[src/sv/assert_macros.svh]
// Assertion macros shared by the complex vector norm RTL.
// Included by the controller and the datapath; no other dependencies.
`ifndef ASSERT_MACROS_SVH
`define ASSERT_MACROS_SVH

// Check a property on every rising clock edge, skipped while reset is low.
`define ASSERT_CLK(lbl, clk, rstn, prop) \
  lbl: assert property (@(posedge clk) disable iff (!rstn) (prop)) \
    else $error("assertion failed");

// Check a property on every rising clock edge, also during reset.
`define ASSERT_ALWAYS(lbl, clk, prop) \
  lbl: assert property (@(posedge clk) (prop)) \
    else $error("assertion failed");

`endif

[src/sv/cvnorm_pkg.sv]
// Package for the complex vector norm block: widths, item structs and the
// command/status structs between controller and datapath. No dependencies.
`default_nettype none

package cvnorm_pkg;

  localparam int SAMPLE_BITS = 16;
  localparam int SUM_BITS    = 42;
  localparam int NORM_BITS   = 21;
  localparam int SQRT_STEPS  = NORM_BITS;
  localparam int STEP_W      = $clog2(SQRT_STEPS);

  typedef struct packed {
    logic signed [SAMPLE_BITS-1:0] real_part;
    logic signed [SAMPLE_BITS-1:0] imag_part;
    logic                          last_element;
  } in_item_t;

  typedef struct packed {
    logic [NORM_BITS-1:0] norm_value;
    logic                 overflowed;
  } out_item_t;

  typedef struct packed {
    logic load_in;
    logic square;
    logic accum;
    logic sqrt_step;
    logic load_out;
  } dp_cmd_t;

  typedef struct packed {
    logic last;
  } dp_status_t;

endpackage

`default_nettype wire

[src/sv/cvnorm_datapath.sv]
// Datapath of the complex vector norm: input register, squaring stage,
// saturating accumulator, bit-serial square root and output register.
// Depends on cvnorm_pkg and assert_macros.svh.
`default_nettype none
`include "assert_macros.svh"

module cvnorm_datapath (
  input  logic                  clk_i,
  input  logic                  rst_ni,
  input  cvnorm_pkg::dp_cmd_t   cmd_i,
  output cvnorm_pkg::dp_status_t status_o,
  input  cvnorm_pkg::in_item_t  in_item_i,
  output cvnorm_pkg::out_item_t out_item_o
);
  import cvnorm_pkg::*;

  localparam int PROD_W = 2 * SAMPLE_BITS;
  localparam int TERM_W = PROD_W;
  localparam int REM_W  = NORM_BITS + 3;
  localparam logic [SUM_BITS-1:0] SUM_MAX = '1;

  in_item_t                  in_q;
  logic signed [PROD_W-1:0]  sq_re_q, sq_im_q;
  logic [SUM_BITS-1:0]       sum_q, sum_d;
  logic                      sat_q, sat_d;
  logic [SUM_BITS-1:0]       rad_q, rad_d;
  logic [REM_W-1:0]          rem_q, rem_d;
  logic [NORM_BITS-1:0]      root_q, root_d;
  logic                      ovf_q, ovf_d;
  out_item_t                 out_q;

  logic [TERM_W-1:0]         term;
  logic [SUM_BITS:0]         total;
  logic [SUM_BITS-1:0]       total_sat;
  logic                      sat_new;
  logic [REM_W-1:0]          rem_sh, trial;

  // Squares are nonnegative and at most 2^(PROD_W-2), so the sign bit drops.
  assign term = {1'b0, sq_re_q[PROD_W-2:0]} + {1'b0, sq_im_q[PROD_W-2:0]};
  assign total = {1'b0, sum_q} + (SUM_BITS+1)'(term);
  assign total_sat = total[SUM_BITS] ? SUM_MAX : total[SUM_BITS-1:0];
  assign sat_new = sat_q | total[SUM_BITS];

  // One root bit per cycle: bring in two radicand bits, try root*4+1.
  assign rem_sh = {rem_q[REM_W-3:0], rad_q[SUM_BITS-1 -: 2]};
  assign trial  = REM_W'({root_q, 2'b01});

  always_comb begin
    sum_d  = sum_q;
    sat_d  = sat_q;
    rad_d  = rad_q;
    rem_d  = rem_q;
    root_d = root_q;
    ovf_d  = ovf_q;
    if (cmd_i.accum) begin
      if (in_q.last_element) begin
        // Hand the total to the root unit and clear for the next vector.
        sum_d  = '0;
        sat_d  = 1'b0;
        rad_d  = total_sat;
        rem_d  = '0;
        root_d = '0;
        ovf_d  = sat_new;
      end else begin
        sum_d = total_sat;
        sat_d = sat_new;
      end
    end
    if (cmd_i.sqrt_step) begin
      rad_d = {rad_q[SUM_BITS-3:0], 2'b00};
      if (rem_sh >= trial) begin
        rem_d  = rem_sh - trial;
        root_d = {root_q[NORM_BITS-2:0], 1'b1};
      end else begin
        rem_d  = rem_sh;
        root_d = {root_q[NORM_BITS-2:0], 1'b0};
      end
    end
  end

  always_ff @(posedge clk_i or negedge rst_ni) begin
    if (!rst_ni) begin
      sum_q <= '0;
      sat_q <= 1'b0;
    end else begin
      sum_q <= sum_d;
      sat_q <= sat_d;
    end
  end

  always_ff @(posedge clk_i) begin
    rad_q  <= rad_d;
    rem_q  <= rem_d;
    root_q <= root_d;
    ovf_q  <= ovf_d;
    if (cmd_i.load_in) begin
      in_q <= in_item_i;
    end
    if (cmd_i.square) begin
      sq_re_q <= in_q.real_part * in_q.real_part;
      sq_im_q <= in_q.imag_part * in_q.imag_part;
    end
    if (cmd_i.load_out) begin
      out_q.norm_value <= root_q;
      out_q.overflowed <= ovf_q;
    end
  end

  assign status_o.last = in_q.last_element;
  assign out_item_o    = out_q;

  // A saturated sum stays pinned at its maximum until it is cleared.
  `ASSERT_CLK(a_sat_pins_sum, clk_i, rst_ni, sat_q |-> (sum_q == SUM_MAX))
  // Square root invariant: the remainder never exceeds twice the partial root.
  `ASSERT_CLK(a_rem_bound, clk_i, rst_ni,
              $past(cmd_i.sqrt_step) |-> (rem_q <= REM_W'({root_q, 1'b0})))

endmodule

`default_nettype wire

[src/sv/cvnorm_ctrl.sv]
// Controller of the complex vector norm: sequences input capture, squaring,
// accumulation, the root iterations and the output handshake.
// Depends on cvnorm_pkg and assert_macros.svh.
`default_nettype none
`include "assert_macros.svh"

module cvnorm_ctrl (
  input  logic                   clk_i,
  input  logic                   rst_ni,
  input  logic                   in_valid_i,
  output logic                   in_ready_o,
  output logic                   out_valid_o,
  input  logic                   out_ready_i,
  output cvnorm_pkg::dp_cmd_t    cmd_o,
  input  cvnorm_pkg::dp_status_t status_i
);
  import cvnorm_pkg::*;

  typedef enum logic [2:0] {
    ST_IDLE,
    ST_SQUARE,
    ST_ACCUM,
    ST_SQRT,
    ST_DONE
  } state_e;

  state_e            state_q;
  logic [STEP_W-1:0] step_q;
  logic              out_valid_q;
  logic              out_free;

  assign out_free   = !out_valid_q || out_ready_i;
  assign in_ready_o = (state_q == ST_IDLE);
  assign out_valid_o = out_valid_q;

  assign cmd_o.load_in   = in_valid_i && (state_q == ST_IDLE);
  assign cmd_o.square    = (state_q == ST_SQUARE);
  assign cmd_o.accum     = (state_q == ST_ACCUM);
  assign cmd_o.sqrt_step = (state_q == ST_SQRT);
  assign cmd_o.load_out  = (state_q == ST_DONE) && out_free;

  always_ff @(posedge clk_i or negedge rst_ni) begin
    if (!rst_ni) begin
      state_q     <= ST_IDLE;
      step_q      <= '0;
      out_valid_q <= 1'b0;
    end else begin
      // Raise valid as the root lands in the output register; drop it on accept.
      if ((state_q == ST_DONE) && out_free) begin
        out_valid_q <= 1'b1;
      end else if (out_valid_q && out_ready_i) begin
        out_valid_q <= 1'b0;
      end
      unique case (state_q)
        ST_IDLE: begin
          if (in_valid_i) begin
            state_q <= ST_SQUARE;
          end
        end
        ST_SQUARE: begin
          state_q <= ST_ACCUM;
        end
        ST_ACCUM: begin
          step_q  <= '0;
          state_q <= status_i.last ? ST_SQRT : ST_IDLE;
        end
        ST_SQRT: begin
          step_q <= step_q + 1'b1;
          if (step_q == STEP_W'(SQRT_STEPS - 1)) begin
            state_q <= ST_DONE;
          end
        end
        ST_DONE: begin
          // Hold the finished root until the output register frees up.
          if (out_free) begin
            state_q <= ST_IDLE;
          end
        end
        default: begin
          state_q <= ST_IDLE;
        end
      endcase
    end
  end

  // A result only appears after the root unit has finished.
  `ASSERT_CLK(a_valid_from_done, clk_i, rst_ni,
              (out_valid_q && !$past(out_valid_q)) |-> ($past(state_q) == ST_DONE))
  // The root unit never runs past its last step.
  `ASSERT_CLK(a_step_bound, clk_i, rst_ni,
              (state_q == ST_SQRT) |-> (step_q <= STEP_W'(SQRT_STEPS - 1)))

endmodule

`default_nettype wire

[src/sv/complex_vector_euclidean_norm_top.sv]
// Top level of the complex vector norm block: joins controller and datapath.
// Depends on cvnorm_pkg, cvnorm_ctrl and cvnorm_datapath.
//
// Streams complex elements (signed Q1.15 real and imaginary parts) and
// accumulates re*re + im*im into a 42-bit Q.30 sum that saturates at its
// maximum and sets a sticky overflow flag. On the element marked last, the
// block returns floor(sqrt(sum)) as a 21-bit Q.15 norm with the flag, then
// clears the sum. An element that is not last is captured, squared and
// accumulated. A last element then runs the root steps until its result
// is in the output register: the square root resolves one root bit per
// cycle in a single shared add/compare unit.
// A finished result waits in the output register while the next element
// is accepted.
`default_nettype none

module complex_vector_euclidean_norm_top (
  input  logic                  clk_i,
  input  logic                  rst_ni,
  input  logic                  in_valid_i,
  output logic                  in_ready_o,
  input  cvnorm_pkg::in_item_t  in_item_i,
  output logic                  out_valid_o,
  input  logic                  out_ready_i,
  output cvnorm_pkg::out_item_t out_item_o
);
  import cvnorm_pkg::*;

  dp_cmd_t    cmd;
  dp_status_t status;

  cvnorm_ctrl u_ctrl (
    .clk_i       (clk_i),
    .rst_ni      (rst_ni),
    .in_valid_i  (in_valid_i),
    .in_ready_o  (in_ready_o),
    .out_valid_o (out_valid_o),
    .out_ready_i (out_ready_i),
    .cmd_o       (cmd),
    .status_i    (status)
  );

  cvnorm_datapath u_datapath (
    .clk_i      (clk_i),
    .rst_ni     (rst_ni),
    .cmd_i      (cmd),
    .status_o   (status),
    .in_item_i  (in_item_i),
    .out_item_o (out_item_o)
  );

endmodule

`default_nettype wire

[config.mk]
export PLATFORM = sky130hd
export DESIGN_NAME = complex_vector_euclidean_norm_top
export DESIGN_NICKNAME = d
export VERILOG_FILES = /design/src/sv/cvnorm_pkg.sv /design/src/sv/cvnorm_datapath.sv /design/src/sv/cvnorm_ctrl.sv /design/src/sv/complex_vector_euclidean_norm_top.sv
export VERILOG_INCLUDE_DIRS = /design/src /design/src/sv
export SDC_FILE = /design/constraint.sdc
export NUM_CORES = 2
export LEC_CHECK = 0
export BUFFER_PORTS_ARGS = -buffer_cell sky130_fd_sc_hd__buf_2
export CAP_MARGIN = 20
export CORE_MARGIN = 10
export CORE_UTILIZATION = 62
export CTS_CLUSTER_SIZE = 10
export DETAILED_ROUTE_END_ITERATION = 16
export PLACE_DENSITY = 0.81
export RECOVER_POWER = 25
export SLEW_MARGIN = 20
export SYNTH_ARGS = -nofsm -noshare
export SYNTH_HDL_FRONTEND = slang
export SYNTH_HIERARCHICAL = 1
export SYNTH_SLANG_ARGS = --single-unit
[constraint.sdc]
create_clock -name clk_i -period 7.4 [get_ports clk_i]
set_clock_uncertainty 0.2 [all_clocks]
set_input_delay 0.37 -clock clk_i [delete_from_list [all_inputs] [get_ports clk_i]]
set_output_delay 0.37 -clock clk_i [all_outputs]
set_load 0.02 [all_outputs]
==> results.toml <==
[final_layout]
most-common-layout-cells = "679 x inv_1, 488 x fa_1, 230 x nand2_1, 230 x ha_1, 199 x edfxtp_1"
area_growth_pct = 7.84
final_common_cell = "inv_1"
nNetsFinal = 3800
fill_cells = 3565
drive_above_1_share = 0.0548

[placed_design]
gp_congestion = 0.945
dp_slack_ns = 0.415
port_buffers = 60
hpwl_mm = 52.6

[critical_path]
reg2reg_slack_ns = 0.29
crit_type = "reg -> reg"
r2r_start = "u_datapath/in_q[4]$_DFFE_PP_"
critical_path.endpoint = "u_datapath/sq_im_q[30]$_DFFE_PP_"
cp.required_ns = 7.49
worst_ep_arrival_time_ns = 7.19
crit_path_start_kind = "flop"
worstSetupEndpointType = "flop"
critPathMaxFanout = 7
startpoint = "u_datapath/in_q[4]$_DFFE_PP_"
r2r_end = "u_datapath/sq_im_q[30]$_DFFE_PP_"
reg2regPathDepth = 21

[synth]
synth_xor_area_frac = 0.0404
synth_compound_area_frac = 0.0932
synth_ff_type = "edfxtp_1"
avgSynthCellArea_um2 = 10.2
ys_async_sr_fraction = 0.206
yosys.area_share.adder = 0.420
syn_inst = 2967
ys_types = 84
synth-edff-count = 199
yosysWarnings = 6
synth-simple-area-share = 0.0979
synth.area.mux_share = 0.00705
synth_top_family_by_area = "adder cells"
synth_area_um2 = 30200
ys_seq_area_frac = 0.243
synth-seq-cells = 253

[run_status]
failed_checks = "max-capacitance violations, max-slew violations"
status = "finished, violations left"

[clock_network]
post_cts_buffers = 0
clock_sinks = 253
cts_made_buffers = 34
htreeDepth = 2
cts_tree = "yes"
root_buffer = "clkbuf_16"
worstSkewPairLatency_ns = 0.56
clk_pin_slew_ns = 0.06
cts_buffer_depth = 3

[sta]
finalHoldViolCount = 0
final.min_clock_period_ns = 7.11
rsz0062_at_grt = "false"
fmax_ghz = 0.141
timing.final.crit_share = 0.960
fin_setup_tns_ns = 0
setup_violations = 0
tightest_slew_ns = 3.19
slew_headroom = -1.12
slew_viol_final = 53
fin_ws_ns = 0.294

[floorplan]
initial_utilization = 0.629
core.rowCount = 80
floorplan.die_area_um2 = 57900
fp.dieH_um = 241
pin_count = 61
die_width_um = 241
coreArea_um2 = 47900

[route]
drc = 0
drtPass1Iterations = 6
drt_iter0_drc = 1546
avgViaCountPerCell = 5.74
antenna_left = 0
finalWirelength_mm = 67.3
wire_per_inst_um = 18.3
num_vias = 21139

[global_routing]
grt_pass1_vias = 23343
grt_max_degree = 86
antenna_found_initial = 1
grt-ovfl-total = 0
grtUsageTotal = 0.243
grt_pass1_wl_mm = 113

[flow_run]
cap_violations = 1

[worst_hold_path]
min_path_type = "reg -> reg"
-- cells by family after synthesis --
group	count (synthesis)
other	1
XOR/XNOR	139
AND/OR/NAND/NOR	640
flip-flops	253
AO/OA/AOI/OAI	420
buffers and inverters	774
adder cells (fa/ha/maj)	719
multiplexers	21
-- final cells by class --
cell class                      instances  area, µm²  area share
Inverter                              683       2560      0.0788
Tap cell                              615        769      0.0237
Timing Repair Buffer                  131        898      0.0276
Multi-Input combinational cell       1941      19900       0.612
Clock buffer                           50        931      0.0286
Antenna cell                            1       2.50   0.0000769
Clock inverter                         10        149     0.00458
Sequential cell                       253       7320       0.225
-- worst min-delay path by stage --
stage / slack (ns) / end / from / cells after the start
6_report: 0.23 / u_datapath/out_item_o[0]$_DFFE_PP_ / u_datapath/ovf_q$_DFFE_PP_ / 0
5_1_grt: 0.24 / u_datapath/out_item_o[0]$_DFFE_PP_ / u_datapath/ovf_q$_DFFE_PP_ / 0
4_1_cts: 0.23 / u_datapath/out_item_o[0]$_DFFE_PP_ / u_datapath/ovf_q$_DFFE_PP_ / 0
3_5_place_dp: 0.22 / u_datapath/out_item_o[0]$_DFFE_PP_ / u_datapath/ovf_q$_DFFE_PP_ / 0
3_3_place_gp: 0.20 / u_datapath/out_item_o[0]$_DFFE_PP_ / u_datapath/ovf_q$_DFFE_PP_ / 0
2_1_floorplan: -0.13 / u_ctrl/out_valid_o$_DFFE_PN0P_ / rst_ni / 0
-- state kept, by name, summed over array words and instances (netlist names) --
signal                 count
u_ctrl/out_valid_o         1
u_datapath/ovf_q           1
u_datapath/in_q           32
u_datapath/rad_q          42
u_datapath/root_q         21
u_ctrl/step_q              5
u_datapath/sq_re_q        30
u_datapath/sat_q           1
u_ctrl/state_q             3
u_datapath/rem_q          22
u_datapath/sum_q          42
u_datapath/out_item_o     22
u_datapath/sq_im_q        30
u_datapath/status_o        1
-- critical path, cell delays in order (launching register included) --
cell      delay [ns]
edfxtp_1        0.38
inv_1           0.32
nor2_1          0.16
fa_1            0.72
inv_1           0.12
fa_1            0.81
inv_1           0.15
fa_1            0.50
fa_1            0.51
fa_1            0.49
inv_1           0.05
fa_1            0.48
inv_1           0.04
ha_1            0.38
nand3_1         0.13
nor2_1          0.14
and2_1          0.20
o311ai_0        0.23
a311oi_1        0.47
a21o_1          0.18
a21oi_1         0.07
xnor2_1         0.12
-- Yosys cell counts (4+ instances only) --
cell / count / area share
o31ai_1: 11 / 0.0027
nand2b_1: 19 / 0.0039
a31oi_1: 16 / 0.0033
clkbuf_1: 69 / 0.0086
o21bai_1: 15 / 0.0037
buf_6: 7 / 0.0026
o21ai_0: 54 / 0.0090
and4_1: 7 / 0.0020
xor2_1: 34 / 0.0099
a211o_1: 7 / 0.0020
a311oi_1: 4 / 0.0012
nor3_1: 20 / 0.0033
nor2b_1: 10 / 0.0021
edfxtp_1: 199 / 0.20
o21a_1: 16 / 0.0040
fa_1: 489 / 0.32
and3_1: 19 / 0.0039
nand3_1: 24 / 0.0040
nor2_1: 198 / 0.025
nand4_1: 16 / 0.0033
o2bb2ai_1: 28 / 0.0081
a21oi_1: 119 / 0.020
inv_1: 680 / 0.085
nand2_1: 231 / 0.029
xnor2_1: 105 / 0.030
mux2i_1: 19 / 0.0063
a21o_1: 57 / 0.014
buf_2: 5 / 0.00083
ha_1: 230 / 0.095
or3_1: 5 / 0.0010
a31o_2: 11 / 0.0032
dfrtp_1: 52 / 0.043
a211oi_1: 13 / 0.0032
o21ai_1: 24 / 0.0040
buf_4: 4 / 0.0010
and2_1: 63 / 0.013
or2_2: 7 / 0.0015
buf_1: 5 / 0.00062
-- what timing repair did --
action	CTS	global route
setup endpoints to repair	0	1
hold endpoints to repair	88	0
hold buffers	36	0
gates resized for setup	0	1
-- through the flow --
step                std cells   util  area (µm²)  hold slack (ns)
detailed placement       3586  0.649       31100            0.217
global route             3684  0.678       32500            0.241
CTS                      3682  0.679       32500            0.234
finish                   3684  0.678       32500            0.233
floorplan                2968      -       30200           -0.126
global placement         3586  0.649       31100            0.204
-- per-layer routing --
layer,up-vias,GRT usage,wire length [µm]
met5,-,0,0
met4,0,0.0907,2410
met3,156,0.0439,4720
met2,749,0.422,34000
met1,10683,0.300,26200
li1,9551,-,-
Power is not shown: default switching activity piles up to over one toggle a cycle in this logic, so the estimate is an artifact.
